[config.mk]
export PLATFORM = sky130hd
export DESIGN_NAME = tick_key_qualifier_buzzer
export DESIGN_NICKNAME = d
export VERILOG_FILES = /design/src/tkqb_pkg.sv /design/src/tick_key_qualifier_buzzer.sv
export SDC_FILE = /design/constraint.sdc
export NUM_CORES = 1
export LEC_CHECK = 0
export BUFFER_PORTS_ARGS = -buffer_cell sky130_fd_sc_hd__buf_2
export CAP_MARGIN = 0
export CELL_PAD_IN_SITES_DETAIL_PLACEMENT = 1
export CELL_PAD_IN_SITES_GLOBAL_PLACEMENT = 1
export CORE_ASPECT_RATIO = 0.75
export CORE_UTILIZATION = 42
export DETAILED_ROUTE_END_ITERATION = 8
export PLACE_DENSITY = 0.84
export SLEW_MARGIN = 10
export SYNTH_ARGS = -nofsm -noshare
export SYNTH_HDL_FRONTEND = slang
export SYNTH_SLANG_ARGS = --single-unit
[constraint.sdc]
create_clock -name clk_i -period 6.1 [get_ports clk_i]
set_input_delay 0.61 -clock clk_i [delete_from_list [all_inputs] [get_ports clk_i]]
set_output_delay 0.61 -clock clk_i [all_outputs]
set_load 0.005 [all_outputs]
[src/tkqb_pkg.sv]
// tkqb_pkg: command codes, register indexes, defaults and divisibility helpers
// for the tick / key qualifier / buzzer block.
// No dependencies.
package tkqb_pkg;

  localparam int unsigned NUM_BUTTONS_DEF = 6;

  localparam int unsigned FUNC_W    = 3;
  localparam int unsigned VALUE_W   = 16;
  localparam int unsigned COUNT_W   = 16;
  localparam int unsigned STEP_W    = 8;
  localparam int unsigned CFG_IDX_W = 1;

  localparam logic [STEP_W-1:0] RING_STEP_RST    = 8'd2;
  localparam logic [STEP_W-1:0] PATTERN_STEP_RST = 8'd20;

  typedef enum logic [FUNC_W-1:0] {
    FUNC_TICK         = 3'd0,
    FUNC_START_PAT    = 3'd1,
    FUNC_START_RING   = 3'd2,
    FUNC_CLEAR_EVENTS = 3'd3,
    FUNC_LOAD_COUNT   = 3'd4,
    FUNC_LOAD_ELAPSED = 3'd5
  } func_e;

  typedef enum logic [CFG_IDX_W-1:0] {
    CFG_RING_STEP    = 1'b0,
    CFG_PATTERN_STEP = 1'b1
  } cfg_idx_e;

  // odd-divisor test: y % d == 0 iff (y * d^-1 mod 2^n) <= (2^n - 1) / d
  localparam logic [14:0] INV5_15  = 15'h4CCD;
  localparam logic [14:0] LIM5_15  = 15'd6553;
  localparam logic [13:0] INV25_14 = 14'd7209;
  localparam logic [13:0] LIM25_14 = 14'd655;

  // x % 10 == 0 : even, and x/2 a multiple of 5
  function automatic logic is_mult10(input logic [COUNT_W-1:0] x);
    logic [14:0] prod;
    begin
      prod = x[15:1] * INV5_15;
      return (x[0] == 1'b0) && (prod <= LIM5_15);
    end
  endfunction

  // x % 100 == 0 : multiple of 4, and x/4 a multiple of 25
  function automatic logic is_mult100(input logic [COUNT_W-1:0] x);
    logic [13:0] prod;
    begin
      prod = x[15:2] * INV25_14;
      return (x[1:0] == 2'b00) && (prod <= LIM25_14);
    end
  endfunction

endpackage

[src/tick_key_qualifier_buzzer.sv]
// tick_key_qualifier_buzzer: 10 ms tick engine with elapsed / countdown counters,
// button qualifier and buzzer sequencer.
// Depends on tkqb_pkg.

// One word is taken per clock cycle and its result word appears on the master
// side on the next cycle; while the master side stalls, a new word is taken in
// the same cycle that the waiting result leaves, so the sustained rate is one
// word per cycle, set by the single result register. func on tuser selects a
// tick or a command. A tick advances the wrapping elapsed counter, counts a
// nonzero countdown down, samples the buttons (two pressed ticks in a row set
// a sticky event, a release re-arms) and steps the buzzer: ring steps come
// before pattern bits, each held for the configured step count plus one tick.
// display_due pulses on a tick where the tour runs and elapsed is a multiple of
// ten, or where the countdown reaches a multiple of one hundred. The user writes the two
// step registers through the cfg port only while no word is in flight; not enforced here.
module tick_key_qualifier_buzzer #(
  parameter int unsigned NUM_BUTTONS = tkqb_pkg::NUM_BUTTONS_DEF,
  localparam int unsigned IN_BITS  = NUM_BUTTONS + tkqb_pkg::VALUE_W + 1,
  localparam int unsigned IN_W     = ((IN_BITS + 7) / 8) * 8,
  localparam int unsigned OUT_BITS = NUM_BUTTONS + 2 * tkqb_pkg::COUNT_W + 2,
  localparam int unsigned OUT_W    = ((OUT_BITS + 7) / 8) * 8
) (
  input  logic                                clk_i,
  input  logic                                rst_ni,
  // buttons, value, tour_running
  input  logic [IN_W-1:0]                     s_axis_tdata,
  // func
  input  logic [tkqb_pkg::FUNC_W-1:0]         s_axis_tuser,
  input  logic                                s_axis_tvalid,
  output logic                                s_axis_tready,
  // buzzer_on, key_events, elapsed_ticks, countdown_left, display_due
  output logic [OUT_W-1:0]                    m_axis_tdata,
  output logic                                m_axis_tvalid,
  input  logic                                m_axis_tready,
  input  logic                                cfg_we_i,
  input  logic [tkqb_pkg::CFG_IDX_W-1:0]      cfg_idx_i,
  input  logic [tkqb_pkg::STEP_W-1:0]         cfg_wdata_i
);
  import tkqb_pkg::*;

  logic [STEP_W-1:0]      ring_step_q, pattern_step_q;
  logic [COUNT_W-1:0]     elapsed_q, elapsed_d;
  logic [COUNT_W-1:0]     countdown_q, countdown_d;
  logic [NUM_BUTTONS-1:0] stable_q, stable_d;
  logic [NUM_BUTTONS-1:0] sample_q, sample_d;
  logic [NUM_BUTTONS-1:0] pending_q, pending_d;
  logic [STEP_W-1:0]      hold_q, hold_d;
  logic [STEP_W-1:0]      ring_left_q, ring_left_d;
  logic [STEP_W-1:0]      pattern_q, pattern_d;
  logic                   buzzer_q, buzzer_d;
  logic                   due_q, due_d;
  logic                   out_valid_q;

  logic                   in_accept;
  func_e                  func;
  logic [NUM_BUTTONS-1:0] buttons;
  logic [VALUE_W-1:0]     value;
  logic                   tour;
  logic [NUM_BUTTONS-1:0] diff, hit, arm, rel;

  assign func    = func_e'(s_axis_tuser);
  assign buttons = s_axis_tdata[NUM_BUTTONS-1:0];
  assign value   = s_axis_tdata[NUM_BUTTONS +: VALUE_W];
  assign tour    = s_axis_tdata[NUM_BUTTONS + VALUE_W];

  // state regs hold the latest result, so they can only move once it is taken
  assign s_axis_tready = !out_valid_q || m_axis_tready;
  assign in_accept     = s_axis_tvalid && s_axis_tready;

  assign diff = stable_q ^ sample_q;
  assign hit  = buttons & diff;
  assign arm  = buttons & ~diff;
  assign rel  = ~buttons;

  always_comb begin
    elapsed_d   = elapsed_q;
    countdown_d = countdown_q;
    stable_d    = stable_q;
    sample_d    = sample_q;
    pending_d   = pending_q;
    hold_d      = hold_q;
    ring_left_d = ring_left_q;
    pattern_d   = pattern_q;
    buzzer_d    = buzzer_q;
    due_d       = 1'b0;
    case (func)
      FUNC_TICK: begin
        elapsed_d = elapsed_q + 1'b1;
        if (tour && is_mult10(elapsed_d)) begin
          due_d = 1'b1;
        end
        if (countdown_q != '0) begin
          countdown_d = countdown_q - 1'b1;
          if (is_mult100(countdown_d)) begin
            due_d = 1'b1;
          end
        end
        stable_d  = (stable_q | hit) & ~rel;
        sample_d  = (sample_q | arm) & ~rel;
        pending_d = pending_q | hit;
        // ring has priority over pattern
        if (hold_q != '0) begin
          hold_d = hold_q - 1'b1;
        end else if (ring_left_q != '0) begin
          hold_d      = ring_step_q;
          buzzer_d    = ring_left_q[0];
          ring_left_d = ring_left_q - 1'b1;
        end else if (pattern_q != '0) begin
          hold_d    = pattern_step_q;
          buzzer_d  = pattern_q[0];
          pattern_d = pattern_q >> 1;
        end else begin
          buzzer_d = 1'b0;
        end
      end
      FUNC_START_PAT: begin
        pattern_d = value[STEP_W-1:0];
        buzzer_d  = 1'b1;
        hold_d    = pattern_step_q;
      end
      FUNC_START_RING: begin
        ring_left_d = value[STEP_W-1:0];
        buzzer_d    = 1'b1;
        hold_d      = ring_step_q;
      end
      FUNC_CLEAR_EVENTS: begin
        pending_d = pending_q & ~value[NUM_BUTTONS-1:0];
      end
      FUNC_LOAD_COUNT: begin
        countdown_d = value;
      end
      FUNC_LOAD_ELAPSED: begin
        elapsed_d = value;
      end
      default: begin
      end
    endcase
  end

  always_ff @(posedge clk_i or negedge rst_ni) begin
    if (!rst_ni) begin
      ring_step_q    <= RING_STEP_RST;
      pattern_step_q <= PATTERN_STEP_RST;
    end else if (cfg_we_i) begin
      case (cfg_idx_e'(cfg_idx_i))
        CFG_RING_STEP:    ring_step_q    <= cfg_wdata_i;
        CFG_PATTERN_STEP: pattern_step_q <= cfg_wdata_i;
        default: begin
        end
      endcase
    end
  end

  always_ff @(posedge clk_i or negedge rst_ni) begin
    if (!rst_ni) begin
      elapsed_q   <= '0;
      countdown_q <= '0;
      stable_q    <= '0;
      sample_q    <= '0;
      pending_q   <= '0;
      hold_q      <= '0;
      ring_left_q <= '0;
      pattern_q   <= '0;
      buzzer_q    <= 1'b0;
      due_q       <= 1'b0;
    end else if (in_accept) begin
      elapsed_q   <= elapsed_d;
      countdown_q <= countdown_d;
      stable_q    <= stable_d;
      sample_q    <= sample_d;
      pending_q   <= pending_d;
      hold_q      <= hold_d;
      ring_left_q <= ring_left_d;
      pattern_q   <= pattern_d;
      buzzer_q    <= buzzer_d;
      due_q       <= due_d;
    end
  end

  always_ff @(posedge clk_i or negedge rst_ni) begin
    if (!rst_ni) begin
      out_valid_q <= 1'b0;
    end else if (in_accept) begin
      out_valid_q <= 1'b1;
    end else if (m_axis_tready) begin
      out_valid_q <= 1'b0;
    end
  end

  assign m_axis_tvalid = out_valid_q;
  assign m_axis_tdata  = OUT_W'({due_q, countdown_q, elapsed_q, pending_q, buzzer_q});

  // a result word is always ready to leave the cycle after a word is taken
  assert property (@(posedge clk_i) disable iff (!rst_ni)
    in_accept |=> m_axis_tvalid)
    else $error("no result word after accepted input");

  // display pulse only ever comes from a tick
  assert property (@(posedge clk_i) disable iff (!rst_ni)
    in_accept && (func != FUNC_TICK) |=> !due_q)
    else $error("display_due raised by a non-tick command");

  // elapsed load lands exactly
  assert property (@(posedge clk_i) disable iff (!rst_ni)
    in_accept && (func == FUNC_LOAD_ELAPSED) |=> elapsed_q == $past(value))
    else $error("elapsed load value lost");

  // an empty result slot never blocks the input
  assert property (@(posedge clk_i) disable iff (!rst_ni)
    !m_axis_tvalid |-> s_axis_tready)
    else $error("input stalled with empty result slot");

endmodule

==> results of run 1 <==
[Yosys cell counts (5+ instances only)]
library cell,instances,area share [%]
or3_1,6,0.44
inv_1,91,4.0
a221oi_1,5,0.52
a21oi_1,67,4.0
fa_1,37,8.7
nor3_1,21,1.2
a211oi_1,7,0.62
nor2_1,93,4.1
nand2_1,61,2.7
o21ai_0,65,3.8
mux2i_1,26,3.1
xor2_1,24,2.5
a31oi_1,13,0.96
o22ai_1,11,0.81
ha_1,107,16
mux2_2,16,2.1
and3_1,6,0.44
clkbuf_1,26,1.2
nand2b_1,10,0.74
nand3_1,23,1.4
nor4_1,6,0.44
dfrtp_1,90,27
nand4_1,5,0.37
xnor2_1,41,4.2
a22oi_1,6,0.53
[final timing paths]
| path | slack, ps | end | depth (start not counted) |
|---|---|---|---|
| min | 200 | pattern_step_q[6]$_DFFE_PN0P_ | 1 |
| min reg2reg | 530 | pending_q[1]$_DFFE_PN0P_ | 2 |
| min in group clk_i | 490 | ring_step_q[3]$_DFFE_PN0P_ | 2 |
| max | 150 | due_q$_DFFE_PN0P_ | 22 |
| max reg2reg | 150 | due_q$_DFFE_PN0P_ | 22 |
| max in group asynchronous | 4750 | countdown_q[15]$_DFFE_PN0P_ | 2 |
[cell families after synthesis]
family,after synthesis
simple gates,264
compound gates,204
fa+ha+maj,144
buf+inv,125
flops,93
xor+xnor,68
mux,42
[timing repair]
action	CTS	global route
endpoints found under the setup margin	1	1
resized for setup	3	17
buffers inserted	0	4
hold buffers	0	0
pin swaps	0	7
[flip-flops by register name, summed over array words and instances (netlist names), 8 cells and up]
register / flops
countdown_q: 16
elapsed_q: 16
hold_q: 8
pattern_q: 8
pattern_step_q: 8
ring_left_q: 8
ring_step_q: 8
[area by class of cell]
cell class                 count  area (um^2)  share of cell area, %
tap                          253          317                   3.26
timing repair buffer         114          656                   6.75
multi-input combinational    722         5760                   59.4
clock buffer                  11          253                   2.60
clock inverter                 5         43.8                  0.451
inverter                      91          342                   3.52
antenna                        2         5.00                 0.0516
sequential                    93         2330                   24.0
[per-layer routing]
| layer | track usage (%) | routed length [um] | vias up |
|---|---|---|---|
| li1 | - | - | 3456 |
| met1 | 34.1 | 11800 | 3705 |
| met4 | 7.42 | 425 | 2 |
| met5 | 0 | 13 | - |
| met3 | 3.04 | 1270 | 34 |
| met2 | 39.4 | 11800 | 185 |
[per-stage QoR]
step	area, um^2	utilization (%)	hold WS, ps	instances	TNS (ps)
after CTS	9590	49.1	212	1285	0
after floorplan	8480	-	314	940	0
after detailed placement	9280	47.5	517	1269	-92.8
final	9710	49.7	196	1291	0
after global placement	9280	47.5	499	1269	0
after global routing	9710	49.7	229	1290	-162
==> results.md, run 1 <==
- Vias: 7382
- Mapped cell area: 0.00848 mm^2
- Max-cap viol count: 0
- WL per Instance: 19.6 um
- Simple-Gate Fraction of Synth Area: 15.5%
- Slew Viols, Final: 0
- Crit-path cells: buf_4 > ha_2 > nand4_1 > nor2_2 > xor2_2 > buf_4 > ha_1 > fa_1 > ha_1 > fa_1 > inv_1 > fa_1 > inv_1 > fa_1 > xnor2_1 > xnor2_1 > xnor2_1 > xnor2_1 > xnor2_1 > xnor2_1 > mux2i_1 > a221o_1
- Crit-path max FO: 5
- CP arrival: 6200 ps
- Predominant post-synthesis flop cell: dfrtp_1
- Post-synthesis compound-gate area fraction: 14.2%
- CTS tree: yes
- Synth Area per Inst: 9.02 um^2
- R2r startpoint: elapsed_q[0]$_DFFE_PN0P_
- Rows: 44
- Synth Area in Adders: 24.5%
- Worst Setup SP: elapsed_q[0]$_DFFE_PN0P_
- Yosys warns: 0
- Run status: complete, but fails checks
- Core Area: 0.0195 mm^2
- Die width: 166 um
- Commonest non-fill, non-tap cells in the layout: ha_1, inv_1, nor2_1
- Area Growth Syn to Fin: 14.5%
- #FFs+latches synth: 93
- Slew @ Worst Pin: 1130 ps
- Synth Area in XOR/XNOR: 7.29%
- Clock slew at reported path FFs: 70 ps
- Pin count of the biggest net entering global routing: 61
- Achievable frequency: 168 MHz
- Post-Syn Nets: 1125
- DRT Pass-1 Iters: 6
- Post-Syn Instances: 940
- EDFF count, synth: 0
- Vias in the first global route: 7589
- Initial antenna violation count: 2
- ANT nets after route: 0
- Vias per Instance: 5.72
- Seq/Total Area, Yosys: 27.5%
- Num CTS Buffers: 9
- Final hold vios: 0
- Largest family of logic cells by synthesized area: adder cells
- Skew final: 11.6 ps
- CP most frequent cell: xnor2_1
- Nets: 1216
- Worst path max stage delay: 540 ps
- Clock Sink Count: 93
- Setup crit end kind: flop
- CP Launch Type: flop
- Violated checks: DRC
- Slew HR: 24.2%
- Fillers: 2302
- Share of cells above drive strength 1: 17.5%
- Placement Setup Slack: -92.8 ps
- Ys async rst share: 100%
- Gr ovfl total: 0
- Global-route wire length before repair: 40000 um
- IO Port Bufs: 81
- Crit path time final: 5950 ps
- Slowest cell on crit path: fa_1
- Root Driver: clkbuf_16
- Commonest non-fill, non-tap cell in the layout: ha_1
- Gpl congestion: 0.855
- Worst Path Required: 6340 ps
- IO Pins: 83
- Setup Viol. Count Final: 0
- Detailed Place HPWL: 19500 um
- Kind of cell adding the most delay to the critical path: adder cells
- Full die area: 0.0208 mm^2
- GRT Total Usage: 24.3%
- Post-synth cell types: 63
- Die Y: 125 um
- Initial core utilization: 43.4%
- Min-Delay Path Class: input pin to async pin
- DRC Markers: 18
- Buf/Inv on CP: 4
- Mux share of post-synthesis cell area: 5.20%
- Iteration-0 DRC count of the detailed router: 376
- CP Class: flop to flop
- H-tree depth: 3
- Clk_lat worst skew: 360 ps
- Clock Path Buffers: 2
- Crit share post-route: 97.6%
- Final WS setup: 145 ps
- Routed wire length: 25400 um
Power of run 1 is not shown: default switching activity piles up to over one toggle a cycle in this logic, so the estimate is an artifact.
==> run 2, diff against run 1 <==
--- a/config.mk
+++ b/config.mk
@@ -13,7 +13,8 @@
 export CORE_UTILIZATION = 42
 export DETAILED_ROUTE_END_ITERATION = 8
 export PLACE_DENSITY = 0.84
-export SLEW_MARGIN = 10
+export RECOVER_POWER = 100
+export SLEW_MARGIN = 20
 export SYNTH_ARGS = -nofsm -noshare
 export SYNTH_HDL_FRONTEND = slang
 export SYNTH_SLANG_ARGS = --single-unit
==> results.md, run 2 (same netlist as run 1, synthesis figures left out) <==
- CP Class: flop to flop (unchanged)
- Violated checks: DRC, capacitance limit, slew limit (was DRC)
- Slew HR: -118% (was 24.2%)
- Initial antenna violation count: 2 (unchanged)
- Iteration-0 DRC count of the detailed router: 359 (was 376)
- Fillers: 2307 (was 2302)
- Commonest non-fill, non-tap cells in the layout: ha_1, inv_1, nor2_1 (unchanged)
- FF-to-FF End: due_q$_DFFE_PN0P_ (unchanged)
- R2r startpoint: elapsed_q[0]$_DFFE_PN0P_ (unchanged)
- Nets: 1216 (unchanged)
- CP Launch Type: flop (unchanged)
- Initial core utilization: 43.4% (unchanged)
- Clk_lat worst skew: 360 ps (about the same)
- Vias per Instance: 5.76 (was 5.72)
- Stages on worst setup path: 22 (unchanged)
- Clock slew at reported path FFs: 70 ps (about the same)
- Detailed Place HPWL: 19500 um (unchanged)
- H-tree depth: 3 (unchanged)
- GRT Total Usage: 24.3% (unchanged)
- Area of the multi-input gates: 0.00576 mm^2 (unchanged)
- Commonest non-fill, non-tap cell in the layout: ha_1 (unchanged)
- DRC Markers: 18 (unchanged)
- Gpl congestion: 0.855 (unchanged)
- Slowest cell on crit path: fa_1 (unchanged)
- Startpoint of the worst hold path: cfg_wdata_i[3]
- Buf/Inv on CP: 4 (unchanged)
- Worst path max stage delay: 540 ps (about the same)
- Min-Delay Path Class: input pin to flop (was input pin to async pin)
- Clock Sink Count: 93 (unchanged)
- Fin cells: 1292 (was 1291)
- Setup crit end kind: flop (unchanged)
- Gr ovfl total: 0 (unchanged)
- Hold path depth: 2
- Crit-path max FO: 5 (unchanged)
- Setup Viol. Count Final: 0 (unchanged)
- WL per Instance: 19.7 um (was 19.6 um)
- Final hold vios: 0 (unchanged)
- Num CTS Buffers: 9 (unchanged)
- Pin count of the biggest net entering global routing: 61 (unchanged)
- CP arrival: 6200 ps (about the same)
- Die width: 166 um (unchanged)
- Die Y: 125 um (unchanged)
- Share of cells above drive strength 1: 16.4% (was 17.5%)
- Root Driver: clkbuf_16 (unchanged)
- Clock Path Buffers: 2 (unchanged)
- Crit-path cells: buf_4 > ha_2 > nand4_1 > nor2_2 > xor2_2 > buf_4 > ha_1 > fa_1 > ha_1 > fa_1 > inv_1 > fa_1 > inv_1 > fa_1 > xnor2_1 > xnor2_1 > xnor2_1 > xnor2_1 > xnor2_1 > xnor2_1 > mux2i_1 > a221o_1 (unchanged)
- IO Port Bufs: 81 (unchanged)
- Kind of cell adding the most delay to the critical path: adder cells (unchanged)
- Max-cap viol count: 2 (was 0)
- Rows: 44 (unchanged)
- CTS tree: yes (unchanged)
- Run status: complete, but fails checks (unchanged)
- Placement Setup Slack: -92.8 ps (unchanged)
- Slew @ Worst Pin: 3270 ps (was 1130 ps)
- Vias in the first global route: 7589 (unchanged)
- Full die area: 0.0208 mm^2 (unchanged)
- Reg2Reg Depth: 22 (unchanged)
- IO Pins: 83 (unchanged)
- Hold_buf cts: 0 (unchanged)
- Achievable frequency: 168 MHz (about the same)
- Regs by FF count: countdown_q: 16 flops, elapsed_q: 16 flops (unchanged)
- CP most frequent cell: xnor2_1 (unchanged)
- Crit share post-route: 97.7% (was 97.6%)
- Sequential Area: 0.00233 mm^2 (unchanged)
- Routed wire length: 25400 um (about the same)
- Crit path time final: 5960 ps (was 5950 ps)
- Area Growth Syn to Fin: 14.3% (was 14.5%)
- Hold EP: ring_step_q[3]$_DFFE_PN0P_
- Final WS setup: 142 ps (was 145 ps)
- Global-route wire length before repair: 40000 um (unchanged)
- Worst Path Required: 6340 ps (about the same)
- Core Area: 0.0195 mm^2 (unchanged)
- Slew Viols, Final: 96 (was 0)
- ANT nets after route: 0 (unchanged)
- Vias: 7438 (was 7382)
- Dpl cells: 1269 (unchanged)
- Skew final: 11.7 ps (was 11.6 ps)
- DRT Pass-1 Iters: 7 (was 6)
- Register-to-Register Setup Slack: 140 ps (was 150 ps)
## run 2: cell count changes in the layout (fill, tap and decap cells not counted)
cell and delta:
buf_4 -4, buf_2 -7, diode_2 +1, clkbuf_1 +11
## run 2: how the worst max path moves through the flow
stage                        startpoint                end  slack (ps)
3_5_place_dp   elapsed_q[1]$_DFFE_PN0P_  due_q$_DFFE_PN0P_         -90
4_1_cts        elapsed_q[1]$_DFFE_PN0P_  due_q$_DFFE_PN0P_           6
2_1_floorplan  elapsed_q[2]$_DFFE_PN0P_  due_q$_DFFE_PN0P_         170
3_3_place_gp   elapsed_q[1]$_DFFE_PN0P_  due_q$_DFFE_PN0P_         130
5_1_grt        elapsed_q[0]$_DFFE_PN0P_  due_q$_DFFE_PN0P_        -170
6_report       elapsed_q[0]$_DFFE_PN0P_  due_q$_DFFE_PN0P_         140
## run 2: layout make-up
cell class	instances	share of cell area [%]
diodes	3	0.0775
clock buffers	11	2.61
clock inverters	5	0.452
inverters	91	3.53
multi-input cells	722	59.5
flip-flops and latches	93	24.1
well taps	253	3.27
repair buffers	114	6.52
## run 2: per-stage QoR
step                utilization, %  hold WS [ps]  TNS (ps)  cell area (um^2)
global placement              47.5           499         0              9280
CTS                           49.1           212         0              9590
detailed placement            47.5           517     -92.8              9280
global route                  49.6           501      -166              9680
floorplan                        -           314         0              8480
finish                        49.6           494         0              9690
## run 2: routing by layer
| metal | up-vias | track usage, % | part of all wire [%] |
|---|---|---|---|
| met5 | - | 0 | 0 |
| met1 | 3758 | 34.1 | 47 |
| met2 | 184 | 39.4 | 47 |
| met4 | 0 | 7.42 | 1.8 |
| met3 | 38 | 3.04 | 4.8 |
| li1 | 3458 | - | - |
## run 2: repair_timing
action / in CTS / in global routing
gates resized for setup: 3 / 17
setup endpoints to repair: 1 / 1
pin swaps: 0 / 7
endpoints found under the hold margin: 0 / 0
setup buffers: 0 / 4
Power of run 2 is left out for the same reason.
==> run 3, diff against run 2 <==
--- a/config.mk
+++ b/config.mk
@@ -10,9 +10,10 @@
 export CELL_PAD_IN_SITES_DETAIL_PLACEMENT = 1
 export CELL_PAD_IN_SITES_GLOBAL_PLACEMENT = 1
 export CORE_ASPECT_RATIO = 0.75
-export CORE_UTILIZATION = 42
+export CORE_UTILIZATION = 40
 export DETAILED_ROUTE_END_ITERATION = 8
-export PLACE_DENSITY = 0.84
+export MAX_ROUTING_LAYER = met4
+export PLACE_DENSITY = 0.8
 export RECOVER_POWER = 100
 export SLEW_MARGIN = 20
 export SYNTH_ARGS = -nofsm -noshare
==> results.md, run 3 (same netlist as run 1, synthesis figures left out) <==
- Run status: complete, but fails checks (unchanged)
- Worst Path Required: 6330 ps (was 6340 ps)
- Vias in the first global route: 7675 (was 7589)
- Dpl cells: 1300 (was 1269)
- Setup Viol. Count Final: 0 (unchanged)
- Routed wire length: 24900 um (was 25400 um)
- Commonest non-fill, non-tap cells in the layout: ha_1, inv_1, nor2_1 (unchanged)
- Full die area: 0.0218 mm^2 (was 0.0208 mm^2)
- Rows: 45 (was 44)
- Num CTS Buffers: 9 (unchanged)
- CP arrival: 6090 ps (was 6200 ps)
- Slew HR: -134% (was -118%)
- IO Pins: 83 (unchanged)
- Die width: 170 um (was 166 um)
- Crit-path max FO: 5 (unchanged)
- Achievable frequency: 171 MHz (was 168 MHz)
- IO Port Bufs: 81 (unchanged)
- Skew final: 8.05 ps (was 11.7 ps)
- N_diodes: 0 (was 3)
- Crit path time final: 5860 ps (was 5960 ps)
- Global-route wire length before repair: 40300 um (was 40000 um)
- Setup crit end kind: flop (unchanged)
- Slew Viols, Final: 143 (was 96)
- Commonest non-fill, non-tap cell in the layout: ha_1 (unchanged)
- Clock slew at reported path FFs: 70 ps (about the same)
- Nets: 1219 (was 1216)
- Pin count of the biggest net entering global routing: 64 (was 61)
- Final hold vios: 0 (unchanged)
- Area Growth Syn to Fin: 14.4% (was 14.3%)
- Fin util: 47.3% (was 49.6%)
- Gpl congestion: 0.943 (was 0.855)
- DRT Pass-1 Iters: 5 (was 7)
- Violated checks: capacitance limit, slew limit (was DRC, capacitance limit, slew limit)
- Die Y: 128 um (was 125 um)
- CTS tree: yes (unchanged)
- Initial antenna violation count: 0 (was 2)
- Crit-path cells: buf_4 > ha_2 > and4_2 > nand2_1 > xnor2_2 > buf_4 > ha_1 > fa_1 > fa_1 > fa_1 > inv_1 > fa_1 > inv_1 > fa_1 > xnor2_1 > xnor2_1 > xnor2_1 > xnor2_1 > xnor2_1 > xnor2_1 > mux2i_1 > a221o_1 (was buf_4 > ha_2 > nand4_1 > nor2_2 > xor2_2 > buf_4 > ha_1 > fa_1 > ha_1 > fa_1 > inv_1 > fa_1 > inv_1 > fa_1 > xnor2_1 > xnor2_1 > xnor2_1 > xnor2_1 > xnor2_1 > xnor2_1 > mux2i_1 > a221o_1)
- Clk_lat worst skew: 350 ps (was 360 ps)
- WL per Instance: 18.9 um (was 19.7 um)
- Share of cells above drive strength 1: 14.9% (was 16.4%)
- H-tree depth: 3 (unchanged)
- Iteration-0 DRC count of the detailed router: 324 (was 359)
- Slew @ Worst Pin: 3510 ps (was 3270 ps)
- Clock Sink Count: 93 (unchanged)
- ANT nets after route: 0 (unchanged)
- Initial core utilization: 41.4% (was 43.4%)
- Crit share post-route: 96.1% (was 97.7%)
- Root Driver: clkbuf_16 (unchanged)
- Post-Place Cell Area: 0.00933 mm^2 (was 0.00928 mm^2)
- Worst path max stage delay: 530 ps (was 540 ps)
- Fillers: 2420 (was 2307)
- Vias per Instance: 5.57 (was 5.76)
- Fin cells: 1321 (was 1292)
- Slowest cell on crit path: fa_1 (unchanged)
- CP Class: flop to flop (unchanged)
- DRC Markers: 0 (was 18)
- Regs by FF count: countdown_q: 16 flops, elapsed_q: 16 flops (unchanged)
- CP most frequent cell: xnor2_1 (unchanged)
- Cell area after layout: 0.00969 mm^2 (about the same)
- Core Area: 0.0205 mm^2 (was 0.0195 mm^2)
- Detailed Place HPWL: 19400 um (was 19500 um)
- Register-to-Register Setup Slack: 240 ps (was 140 ps)
- GRT Total Usage: 24.4% (was 24.3%)
- Max-cap viol count: 5 (was 2)
- Vias: 7361 (was 7438)
- Min-Delay Path Class: input pin to flop (unchanged)
- Clock Path Buffers: 2 (unchanged)
- CP Launch Type: flop (unchanged)
- Gr ovfl total: 0 (unchanged)
run 3: changes by cell type in the layout (fill, tap and decap cells not counted), moves of 2 or more:
| cell | change |
|---|---|
| diode_2 | -3 |
| bufinv_16 | +2 |
| clkbuf_8 | -2 |
| clkbuf_1 | +14 |
| buf_2 | -9 |
run 3: cell type report:
| cell class | instances | area [um^2] | area share [%] |
|---|---|---|---|
| clock buffer | 11 | 233 | 2.40 |
| timing repair buffer | 117 | 632 | 6.52 |
| multi-input combinational | 722 | 5720 | 59.0 |
| tap | 282 | 353 | 3.64 |
| clock inverter | 5 | 85.1 | 0.878 |
| sequential | 93 | 2330 | 24.0 |
| inverter | 91 | 342 | 3.52 |
run 3: per-layer routing:
| layer | vias up | wire [um] | GRT usage (%) |
|---|---|---|---|
| met1 | 3731 | 12300 | 33.8 |
| li1 | 3460 | - | - |
| met2 | 154 | 11400 | 39.2 |
| met5 | - | 0 | - |
| met4 | 0 | 225 | 4.19 |
| met3 | 16 | 958 | 2.53 |
run 3: metrics by stage:
stage	TNS [ps]	setup WS, ps	hold WS (ps)
3_5_place_dp	-29.3	-29.3	517
3_3_place_gp	0	192	500
5_1_grt	-8.78	-8.78	500
6_report	0	240	507
4_1_cts	0	15.9	191
2_1_floorplan	0	174	314
run 3: critical path, delay by kind of cell, from the launching register on:
| family | cells | cell delay [ps] |
|---|---|---|
| buffers and inverters | 4 | 470 |
| and+or+nand+nor | 2 | 420 |
| adders and majority gates | 7 | 2780 |
| DFF | 1 | 380 |
| muxes | 1 | 120 |
| xor gates and xnor gates | 7 | 1260 |
| AOI/OAI and AO/OA | 1 | 300 |
run 3: worst paths after layout:
path | start | to | cells after the start
max in group asynchronous | rst_ni | elapsed_q[13]$_DFFE_PN0P_ | 2
setup / recovery | elapsed_q[0]$_DFFE_PN0P_ | due_q$_DFFE_PN0P_ | 22
hold / removal | s_axis_tvalid | m_axis_tvalid$_DFFE_PN0P_ | 2
setup reg to reg | elapsed_q[0]$_DFFE_PN0P_ | due_q$_DFFE_PN0P_ | 22
min in group asynchronous | rst_ni | sample_q[3]$_DFFE_PN0P_ | 1
hold reg to reg | pending_q[3]$_DFFE_PN0P_ | pending_q[3]$_DFFE_PN0P_ | 2
run 3: what timing repair did:
item                       in CTS  in global routing
buffers inserted                0                  5
pin swaps                       0                  5
gates resized for setup         3                 17
setup endpoints to repair       1                  1
cloned                          0                  0
hold buffers                    0                  0
Power of run 3 is left out for the same reason.
